**src/bfba_pkg.sv**
```systemverilog
// shared types, constants and helpers of the bitmap free block allocator
`timescale 1ns / 1ps

package bfba_pkg;

  localparam int FIELD_W         = 12;    // width of block numbers on the ports
  localparam int WIDE_W          = 17;    // holds any block count up to 65536
  localparam int WORD_W          = 32;    // map bits per memory word
  localparam int BIT_W           = 5;     // bit index inside a word
  localparam int DEF_BLOCK_COUNT = 4096;
  localparam int RESERVED_BLOCKS = 10;    // used after formatting
  localparam int DEF_FIRST_BLOCK = 10;

  // first map word after reset: reserved blocks used, the rest free
  localparam logic [WORD_W-1:0] INIT_WORD0 =
    ~WORD_W'((64'd1 << RESERVED_BLOCKS) - 64'd1);
  localparam logic [WORD_W-1:0] INIT_WORD = {WORD_W{1'b1}};

  typedef enum logic [1:0] {
    CMD_FIND      = 2'd0,
    CMD_MARK_USED = 2'd1,
    CMD_MARK_FREE = 2'd2,
    CMD_ALLOC     = 2'd3
  } cmd_t;

  typedef enum logic [2:0] {
    ST_CLEAR,
    ST_IDLE,
    ST_MARK,
    ST_SCAN,
    ST_DONE
  } state_t;

  typedef struct packed {
    logic             hit;
    logic [BIT_W-1:0] bit_idx;
  } search_hit_t;

  // index of the lowest set bit, zero when none is set
  function automatic logic [BIT_W-1:0] lowest_set(input logic [WORD_W-1:0] w);
    logic [BIT_W-1:0] idx;
    idx = '0;
    for (int i = WORD_W - 1; i >= 0; i--) begin
      if (w[i]) begin
        idx = BIT_W'(i);
      end
    end
    return idx;
  endfunction

endpackage

```
**src/bfba_ram.sv**
```systemverilog
// generic simple dual port ram with registered read
`timescale 1ns / 1ps

module bfba_ram #(
  parameter int WIDTH = 32,
  parameter int DEPTH = 128,
  parameter int AW    = (DEPTH > 1) ? $clog2(DEPTH) : 1
) (
  input  logic             clk,
  input  logic             we,
  input  logic [AW-1:0]    waddr,
  input  logic [WIDTH-1:0] wdata,
  input  logic [AW-1:0]    raddr,
  output logic [WIDTH-1:0] rdata
);

  logic [WIDTH-1:0] mem [DEPTH];

  always_ff @(posedge clk) begin
    if (we) begin
      mem[waddr] <= wdata;
    end
    rdata <= mem[raddr];
  end

endmodule

```
**src/bfba_word_search.sv**
```systemverilog
// masks one map word to the searchable range and finds its lowest free bit
`timescale 1ns / 1ps

module bfba_word_search #(
  parameter int BLOCK_COUNT = bfba_pkg::DEF_BLOCK_COUNT
) (
  input  logic [bfba_pkg::WORD_W-1:0] word,
  input  logic                        at_start,
  input  logic [bfba_pkg::BIT_W-1:0]  start_bit,
  input  logic                        at_last,
  output bfba_pkg::search_hit_t       hit
);

  import bfba_pkg::*;

  localparam int WORD_COUNT = (BLOCK_COUNT + WORD_W - 1) / WORD_W;
  localparam int LAST_BITS  = BLOCK_COUNT - WORD_W * (WORD_COUNT - 1);
  localparam logic [WORD_W-1:0] LAST_MASK = WORD_W'((64'd1 << LAST_BITS) - 64'd1);

  logic [WORD_W-1:0] start_mask;
  logic [WORD_W-1:0] last_mask;
  logic [WORD_W-1:0] cand;

  always_comb begin
    start_mask  = at_start ? ({WORD_W{1'b1}} << start_bit) : {WORD_W{1'b1}};
    last_mask   = at_last ? LAST_MASK : {WORD_W{1'b1}};
    cand        = word & start_mask & last_mask;
    hit.hit     = |cand;
    hit.bit_idx = lowest_set(cand);
  end

endmodule

```
**src/bitmap_free_block_allocator.sv**
```systemverilog
// top level: command sequencer, free map memory and result register
`timescale 1ns / 1ps
//
// channel   direction  signals                          role
// in        input      in_valid/in_ready, command,      one command per transfer
//                      block_number
// out       output     out_valid/out_ready,             one result per command
//                      result_block, found
// cfg       input      cfg_write_en, cfg_write_data     first searchable block
//
// mark used / mark free: accept, read-modify-write, result
// find / allocate: accept, then scan from the start word until a hit or the end,
//   at most BLOCK_COUNT/32 words (128 for 4096 blocks); one read port, 32 bits a cycle
// reset: a clearing pass writes every map word (128 for 4096 blocks),
//   in_ready stays low during it
// a stalled result waits in the output register; the sequencer holds in its
//   done state until that register frees, then takes the next command

module bitmap_free_block_allocator #(
  parameter int BLOCK_COUNT = bfba_pkg::DEF_BLOCK_COUNT
) (
  input  logic                         clk,
  input  logic                         rst,
  input  logic                         in_valid,
  output logic                         in_ready,
  input  logic [1:0]                   command,
  input  logic [bfba_pkg::FIELD_W-1:0] block_number,
  output logic                         out_valid,
  input  logic                         out_ready,
  output logic [bfba_pkg::FIELD_W-1:0] result_block,
  output logic                         found,
  input  logic                         cfg_write_en,
  input  logic [bfba_pkg::FIELD_W-1:0] cfg_write_data
);

  import bfba_pkg::*;

  localparam int WORD_COUNT = (BLOCK_COUNT + WORD_W - 1) / WORD_W;
  localparam int AW         = (WORD_COUNT > 1) ? $clog2(WORD_COUNT) : 1;
  localparam logic [AW-1:0]     LAST_WORD  = AW'(WORD_COUNT - 1);
  localparam logic [WIDE_W-1:0] BLOCK_WIDE = WIDE_W'(BLOCK_COUNT);

  // sequencer state
  state_t state, state_next;

  // command being worked on
  cmd_t               cmd_q;
  logic [FIELD_W-1:0] blk_q;
  logic [AW-1:0]      scan_addr;
  logic [AW-1:0]      clr_addr;

  // result waiting to go into the output register
  logic [FIELD_W-1:0] res_block;
  logic               res_found;

  // config register
  logic [FIELD_W-1:0] first_searchable_block;

  // memory ports
  logic              ram_we;
  logic [AW-1:0]     ram_waddr;
  logic [WORD_W-1:0] ram_wdata;
  logic [AW-1:0]     ram_raddr;
  logic [WORD_W-1:0] ram_rdata;

  search_hit_t hit;

  // decoded input and config
  cmd_t              in_cmd;
  logic              accept;
  logic              in_is_mark;
  logic [WIDE_W-1:0] blk_wide;
  logic              blk_in_range;
  logic [WIDE_W-1:0] first_wide;
  logic              first_in_range;
  logic [AW-1:0]     first_word;
  logic [AW-1:0]     blk_word;
  logic [WIDE_W-1:0] q_wide;
  logic [AW-1:0]     q_word;
  logic [WORD_W-1:0] mark_bit;
  logic [WORD_W-1:0] hit_bit;
  logic [WIDE_W-1:0] hit_wide;
  logic              scan_end;
  logic              out_free;

  assign in_ready       = (state == ST_IDLE);
  assign accept         = in_valid && in_ready;
  assign in_cmd         = cmd_t'(command);
  assign in_is_mark     = (in_cmd == CMD_MARK_USED) || (in_cmd == CMD_MARK_FREE);
  assign blk_wide       = WIDE_W'(block_number);
  assign blk_in_range   = blk_wide < BLOCK_WIDE;
  assign blk_word       = blk_wide[AW+BIT_W-1:BIT_W];
  assign first_wide     = WIDE_W'(first_searchable_block);
  assign first_in_range = first_wide < BLOCK_WIDE;
  assign first_word     = first_wide[AW+BIT_W-1:BIT_W];
  assign q_wide         = WIDE_W'(blk_q);
  assign q_word         = q_wide[AW+BIT_W-1:BIT_W];
  assign mark_bit       = {{(WORD_W-1){1'b0}}, 1'b1} << blk_q[BIT_W-1:0];
  assign hit_bit        = {{(WORD_W-1){1'b0}}, 1'b1} << hit.bit_idx;
  assign hit_wide       = WIDE_W'({scan_addr, hit.bit_idx});
  assign scan_end       = (scan_addr == LAST_WORD);
  assign out_free       = !out_valid || out_ready;

  // free map, bit j of word w is block 32*w+j, set means free
  bfba_ram #(
    .WIDTH (WORD_W),
    .DEPTH (WORD_COUNT),
    .AW    (AW)
  ) u_map (
    .clk   (clk),
    .we    (ram_we),
    .waddr (ram_waddr),
    .wdata (ram_wdata),
    .raddr (ram_raddr),
    .rdata (ram_rdata)
  );

  // masks the word under scan to the start block and the end of the map
  bfba_word_search #(
    .BLOCK_COUNT (BLOCK_COUNT)
  ) u_search (
    .word      (ram_rdata),
    .at_start  (scan_addr == first_word),
    .start_bit (first_searchable_block[BIT_W-1:0]),
    .at_last   (scan_end),
    .hit       (hit)
  );

  // next state
  always_comb begin
    state_next = state;
    unique case (state)
      ST_CLEAR: begin
        if (clr_addr == LAST_WORD) begin
          state_next = ST_IDLE;
        end
      end
      ST_IDLE: begin
        if (accept) begin
          if (in_is_mark) begin
            state_next = blk_in_range ? ST_MARK : ST_DONE;
          end else begin
            state_next = first_in_range ? ST_SCAN : ST_DONE;
          end
        end
      end
      ST_MARK: begin
        state_next = ST_DONE;
      end
      ST_SCAN: begin
        if (hit.hit || scan_end) begin
          state_next = ST_DONE;
        end
      end
      ST_DONE: begin
        if (out_free) begin
          state_next = ST_IDLE;
        end
      end
      default: begin
        state_next = ST_CLEAR;
      end
    endcase
  end

  // memory control; mark and allocate writes pass through the done state before the next
  // read, and a scan reads the word after the one it writes, so no forwarding is needed
  always_comb begin
    ram_we    = 1'b0;
    ram_waddr = clr_addr;
    ram_wdata = (clr_addr == '0) ? INIT_WORD0 : INIT_WORD;
    ram_raddr = first_word;
    unique case (state)
      ST_CLEAR: begin
        ram_we = 1'b1;
      end
      ST_IDLE: begin
        // marks fetch the word of their block, searches the start word
        ram_raddr = in_is_mark ? blk_word : first_word;
      end
      ST_MARK: begin
        ram_we    = 1'b1;
        ram_waddr = q_word;
        ram_wdata = (cmd_q == CMD_MARK_FREE) ? (ram_rdata | mark_bit)
                                             : (ram_rdata & ~mark_bit);
      end
      ST_SCAN: begin
        // next word is fetched while this one is searched
        ram_raddr = scan_addr + AW'(1);
        ram_we    = hit.hit && (cmd_q == CMD_ALLOC);
        ram_waddr = scan_addr;
        ram_wdata = ram_rdata & ~hit_bit;
      end
      ST_DONE: begin
        ram_we = 1'b0;
      end
      default: begin
        ram_we = 1'b0;
      end
    endcase
  end

  always_ff @(posedge clk) begin
    if (rst) begin
      state <= ST_CLEAR;
    end else begin
      state <= state_next;
    end
  end

  always_ff @(posedge clk) begin
    if (rst) begin
      clr_addr <= '0;
    end else if (state == ST_CLEAR) begin
      clr_addr <= clr_addr + AW'(1);
    end
  end

  always_ff @(posedge clk) begin
    if (rst) begin
      first_searchable_block <= FIELD_W'(DEF_FIRST_BLOCK);
    end else if (cfg_write_en) begin
      first_searchable_block <= cfg_write_data;
    end
  end

  // command and scan registers
  always_ff @(posedge clk) begin
    if (accept) begin
      cmd_q     <= in_cmd;
      blk_q     <= block_number;
      scan_addr <= first_word;
    end else if (state == ST_SCAN) begin
      scan_addr <= scan_addr + AW'(1);
    end
  end

  // pending result
  always_ff @(posedge clk) begin
    if (accept) begin
      // out-of-range mark echoes its block, early miss answers zero
      res_block <= in_is_mark ? block_number : '0;
      res_found <= 1'b0;
    end else if (state == ST_MARK) begin
      res_block <= blk_q;
      res_found <= 1'b1;
    end else if (state == ST_SCAN && hit.hit) begin
      res_block <= hit_wide[FIELD_W-1:0];
      res_found <= 1'b1;
    end
  end

  // output register
  always_ff @(posedge clk) begin
    if (rst) begin
      out_valid <= 1'b0;
    end else if (state == ST_DONE && out_free) begin
      out_valid <= 1'b1;
    end else if (out_ready) begin
      out_valid <= 1'b0;
    end
  end

  always_ff @(posedge clk) begin
    if (state == ST_DONE && out_free) begin
      result_block <= res_block;
      found        <= res_found;
    end
  end

  // map is never written while waiting for a command or a free output slot
  assert property (@(posedge clk) disable iff (rst)
    (state == ST_IDLE || state == ST_DONE) |-> !ram_we)
    else $error("map written outside a working state");

  // an accepted command always leaves the idle state
  assert property (@(posedge clk) disable iff (rst)
    accept |=> state != ST_IDLE)
    else $error("accepted command did not start");

  // an allocate hit writes back the scanned word
  assert property (@(posedge clk) disable iff (rst)
    (state == ST_SCAN && hit.hit && cmd_q == CMD_ALLOC) |->
      (ram_we && ram_waddr == scan_addr))
    else $error("allocate hit not written back");

  // a result waiting on a stalled output holds the sequencer
  assert property (@(posedge clk) disable iff (rst)
    (state == ST_DONE && out_valid && !out_ready) |=> state == ST_DONE)
    else $error("result dropped under stall");

  // scan never runs past the last map word
  assert property (@(posedge clk) disable iff (rst)
    state == ST_SCAN |-> scan_addr <= LAST_WORD)
    else $error("scan beyond end of map");

endmodule

```
**config.mk**
```make
export PLATFORM = sky130hd
export DESIGN_NAME = bitmap_free_block_allocator
export DESIGN_NICKNAME = d
export VERILOG_FILES = /design/src/bfba_pkg.sv /design/src/bfba_ram.sv /design/src/bfba_word_search.sv /design/src/bitmap_free_block_allocator.sv
export SDC_FILE = /design/constraint.sdc
export NUM_CORES = 2
export LEC_CHECK = 0
export BUFFER_PORTS_ARGS = -buffer_cell sky130_fd_sc_hd__buf_2
export CAP_MARGIN = 20
export CORE_UTILIZATION = 60
export CTS_CLUSTER_SIZE = 25
export DETAILED_ROUTE_END_ITERATION = 8
export PLACE_DENSITY_LB_ADDON = 0.3
export SLEW_MARGIN = 15
export SYNTH_ARGS = -nofsm -noshare
export SYNTH_HDL_FRONTEND = slang
export SYNTH_HIERARCHICAL = 1
export SYNTH_SLANG_ARGS = --single-unit
```
**constraint.sdc**
```tcl
create_clock -name clk -period 8.6 [get_ports clk]
set_clock_uncertainty 0.15 [all_clocks]
set_input_delay 0.43 -clock clk [delete_from_list [all_inputs] [get_ports clk]]
set_output_delay 0.43 -clock clk [all_outputs]
set_load 0.05 [all_outputs]
```
==> impl_metrics.csv <==
group,metric,value,unit
run_status,outcome,"complete, no violations",
clocking,clock_latency,0.97,ns
timing,layout_min_cycle_time,6.38,ns
clocking,clock_sinks,4198,
pwr,ir_worst_vdd,0.309,mV
setup_path,startpoint_type,"flip-flop",
routing,vias,79700,
placement,finalWeightedCongestion,0.932,
routing,drtPass1Iterations,8,
cells_and_area,fillCellCount,15100,
synth,syn_avg_cell_area,24.2,µm²
timing,fin_crit_sh,74.2,%
clocking,cts-root-buf,"clkbuf_16",
cells_and_area,multi_input_area,36200,µm²
die,die-area,272000,µm²
placement,io_buffer_count,45,
routing,route.detailed.drc,0,
pwr,p_leak,53.8,nW
synth,syn_inst,6684,
timing,tns,0,ns
synth,synthesis.nets,6718,
setup_path,critPathRequiredTime,9.05,ns
clocking,h-tree-depth,5,
timing,drv_slew,0,
global_route,antenna_found_initial,52,
cells_and_area,postLayoutCoreUtil,68.1,%
die,core_area,268000,µm²
setup_path,crit_top_cell,"buf_4",
pwr,power_density,278,nW/µm²
die,io_pins,46,
routing,wirelength,444000,µm
setup_path,crit_type,"reg -> reg",
routing,wire_per_inst,40.4,µm
global_route,grt_pass1_vias,80000,
die,num_rows,190,
routing,ant_nets,0,
global_route,grtUsageTotal,33.0,%
flow_run,maxCapViolations,0,
setup_path,crit_family,"simple AND/OR/NAND/NOR gates",
cells_and_area,syn2layout_area_growth,12.9,%
setup_path,cp-end-kind,"flip-flop",
timing,finalHoldViolCount,0,
placement,hpwl,234000,µm
setup_path,cp_num_buf_inv,3,
setup_path,arrival,6.83,ns
hold_path,hold_start,"block_number[0]",
clocking,cts_tree,"done",
clocking,cts_resized,0,
die,die_w,521,µm
clocking,clk_path_buf_depth,4,
setup_path,crit_path_max_fanout,65,
setup_path,startpoint,"scan_addr[1]",
timing,fmax,0.157,GHz
cells_and_area,drive_gt1_share,33.3,%
cells_and_area,seqCellArea,126000,µm²
setup_path,critPathSlowestCell,"buf_4",
global_route,grt_overflow,0,
cells_and_area,finalNetCount,7135,
setup_path,critPathMaxStageDelay,0.69,ns
synth,syn-cell-area,162000,µm²
clocking,cts_buffers,397,
clocking,clk_pin_slew,0.06,ns
timing,setup_viol,0,
routing,via_per_inst,7.25,
die,start_util,60.4,%
placement,placed_cells,10200,
global_route,grt_max_degree,155,
die,die_height,521,µm
setup_path,crit_chain,"xnor2_1 > nand4_1 > nor4_2 > buf_4 > nand2_1 > o21ai_2 > a41oi_1 > nor3_1 > nand2b_1 > a211oi_1 > nor2_1 > nand2_1 > a31oi_1 > o21ai_4 > buf_4 > buf_4",
setup_path,reg2reg_from,"scan_addr[1]",
routing,drtIter0Drc,14100,
global_route,grt_pass1_wl,621000,µm
timing,relSlewSlack,20.2,%
hold_path,worstHoldPathType,"in -> reg",
timing,rsz0062_at_grt,"no",
cells_and_area,post_layout_nonfiller_instances,11000,
timing,tightest_slew,1.20,ns
synth,ys.warnings.count,6,
==> area by class of cell <==
class / instances / share of cell area [%]
diodes: 12 / 0.0164
clock buffers: 488 / 5.79
clock inverters: 235 / 1.22
inverters: 11 / 0.0226
multi-input cells: 2106 / 19.8
flip-flops and latches: 4198 / 68.7
well taps: 3552 / 2.43
repair buffers: 387 / 2.03
==> path summary, 6_finish.rpt <==
check,to,slack [ns],depth (start not counted)
worst min-delay path,blk_q[0],0.08,2
worst min register to register,result_block[11],0.28,0
worst max-delay path,u_map/mem[1][0],2.22,16
worst max register to register,u_map/mem[1][0],2.22,16
==> state kept, by name (all words and copies together) (netlist names) <==
register / count
cmd_q: 2
result_block: 12
out_valid: 1
first_searchable_block: 12
blk_q: 12
u_map/mem: 4096
scan_addr: 7
u_map/rdata: 32
res_block: 12
found: 1
res_found: 1
clr_addr: 7
state: 3
==> timing repair <==
item,in CTS,in global routing
hold endpoints to repair,50,0
setup buffers,0,0
hold buffers,51,0
==> layer usage <==
layer | routed length [µm] | global-route usage [%]
met5 | 122 | 0
met2 | 212000 | 51.4
met3 | 59400 | 7.86
met4 | 20000 | 13.4
met1 | 152000 | 45.9
==> through the flow <==
step / cell area (µm²) / total power, mW / hold WS, ns / worst slack [ns]
6_report: 183000 / 50.8 / 0.0825 / 2.22
5_1_grt: 183000 / 51.7 / 0.0946 / 2.15
4_1_cts: 182000 / 50.6 / 0.0540 / 1.96
3_5_place_dp: 169000 / 33.2 / 0.264 / 2.06
3_3_place_gp: 169000 / 32.9 / 0.253 / 1.76
2_1_floorplan: 162000 / 29.9 / 0.250 / 1.10
==> placed cells by master, fill, tap and decap left out, types with 12 or more instances in the layout <==
master         instances
edfxtp_1            4142
mux4_2              1344
clkbuf_16            410
buf_4                235
nor2_4               119
nand2_1              114
clkinv_1              93
clkbuf_1              75
clkinv_2              71
nor2_1                57
dfxtp_1               55
dlygate4sd3_1         51
mux2i_1               50
a31oi_1               48
buf_2                 45
buf_12                43
bufinv_16             39
a21oi_1               35
mux2_2                35
o21ai_4               33
nand3_1               28
o21ai_0               27
nor2b_1               21
nor3_1                13
xor2_1                13
diode_2               12
buf_16                12
==> power by group <==
part | switching [mW] | internal (mW) | total [mW]
clock network | 7.71 | 9.92 | 17.6
registers | 0.262 | 24.1 | 24.4
logic | 5.80 | 2.92 | 8.72
Power figures use the tool's default switching activity.
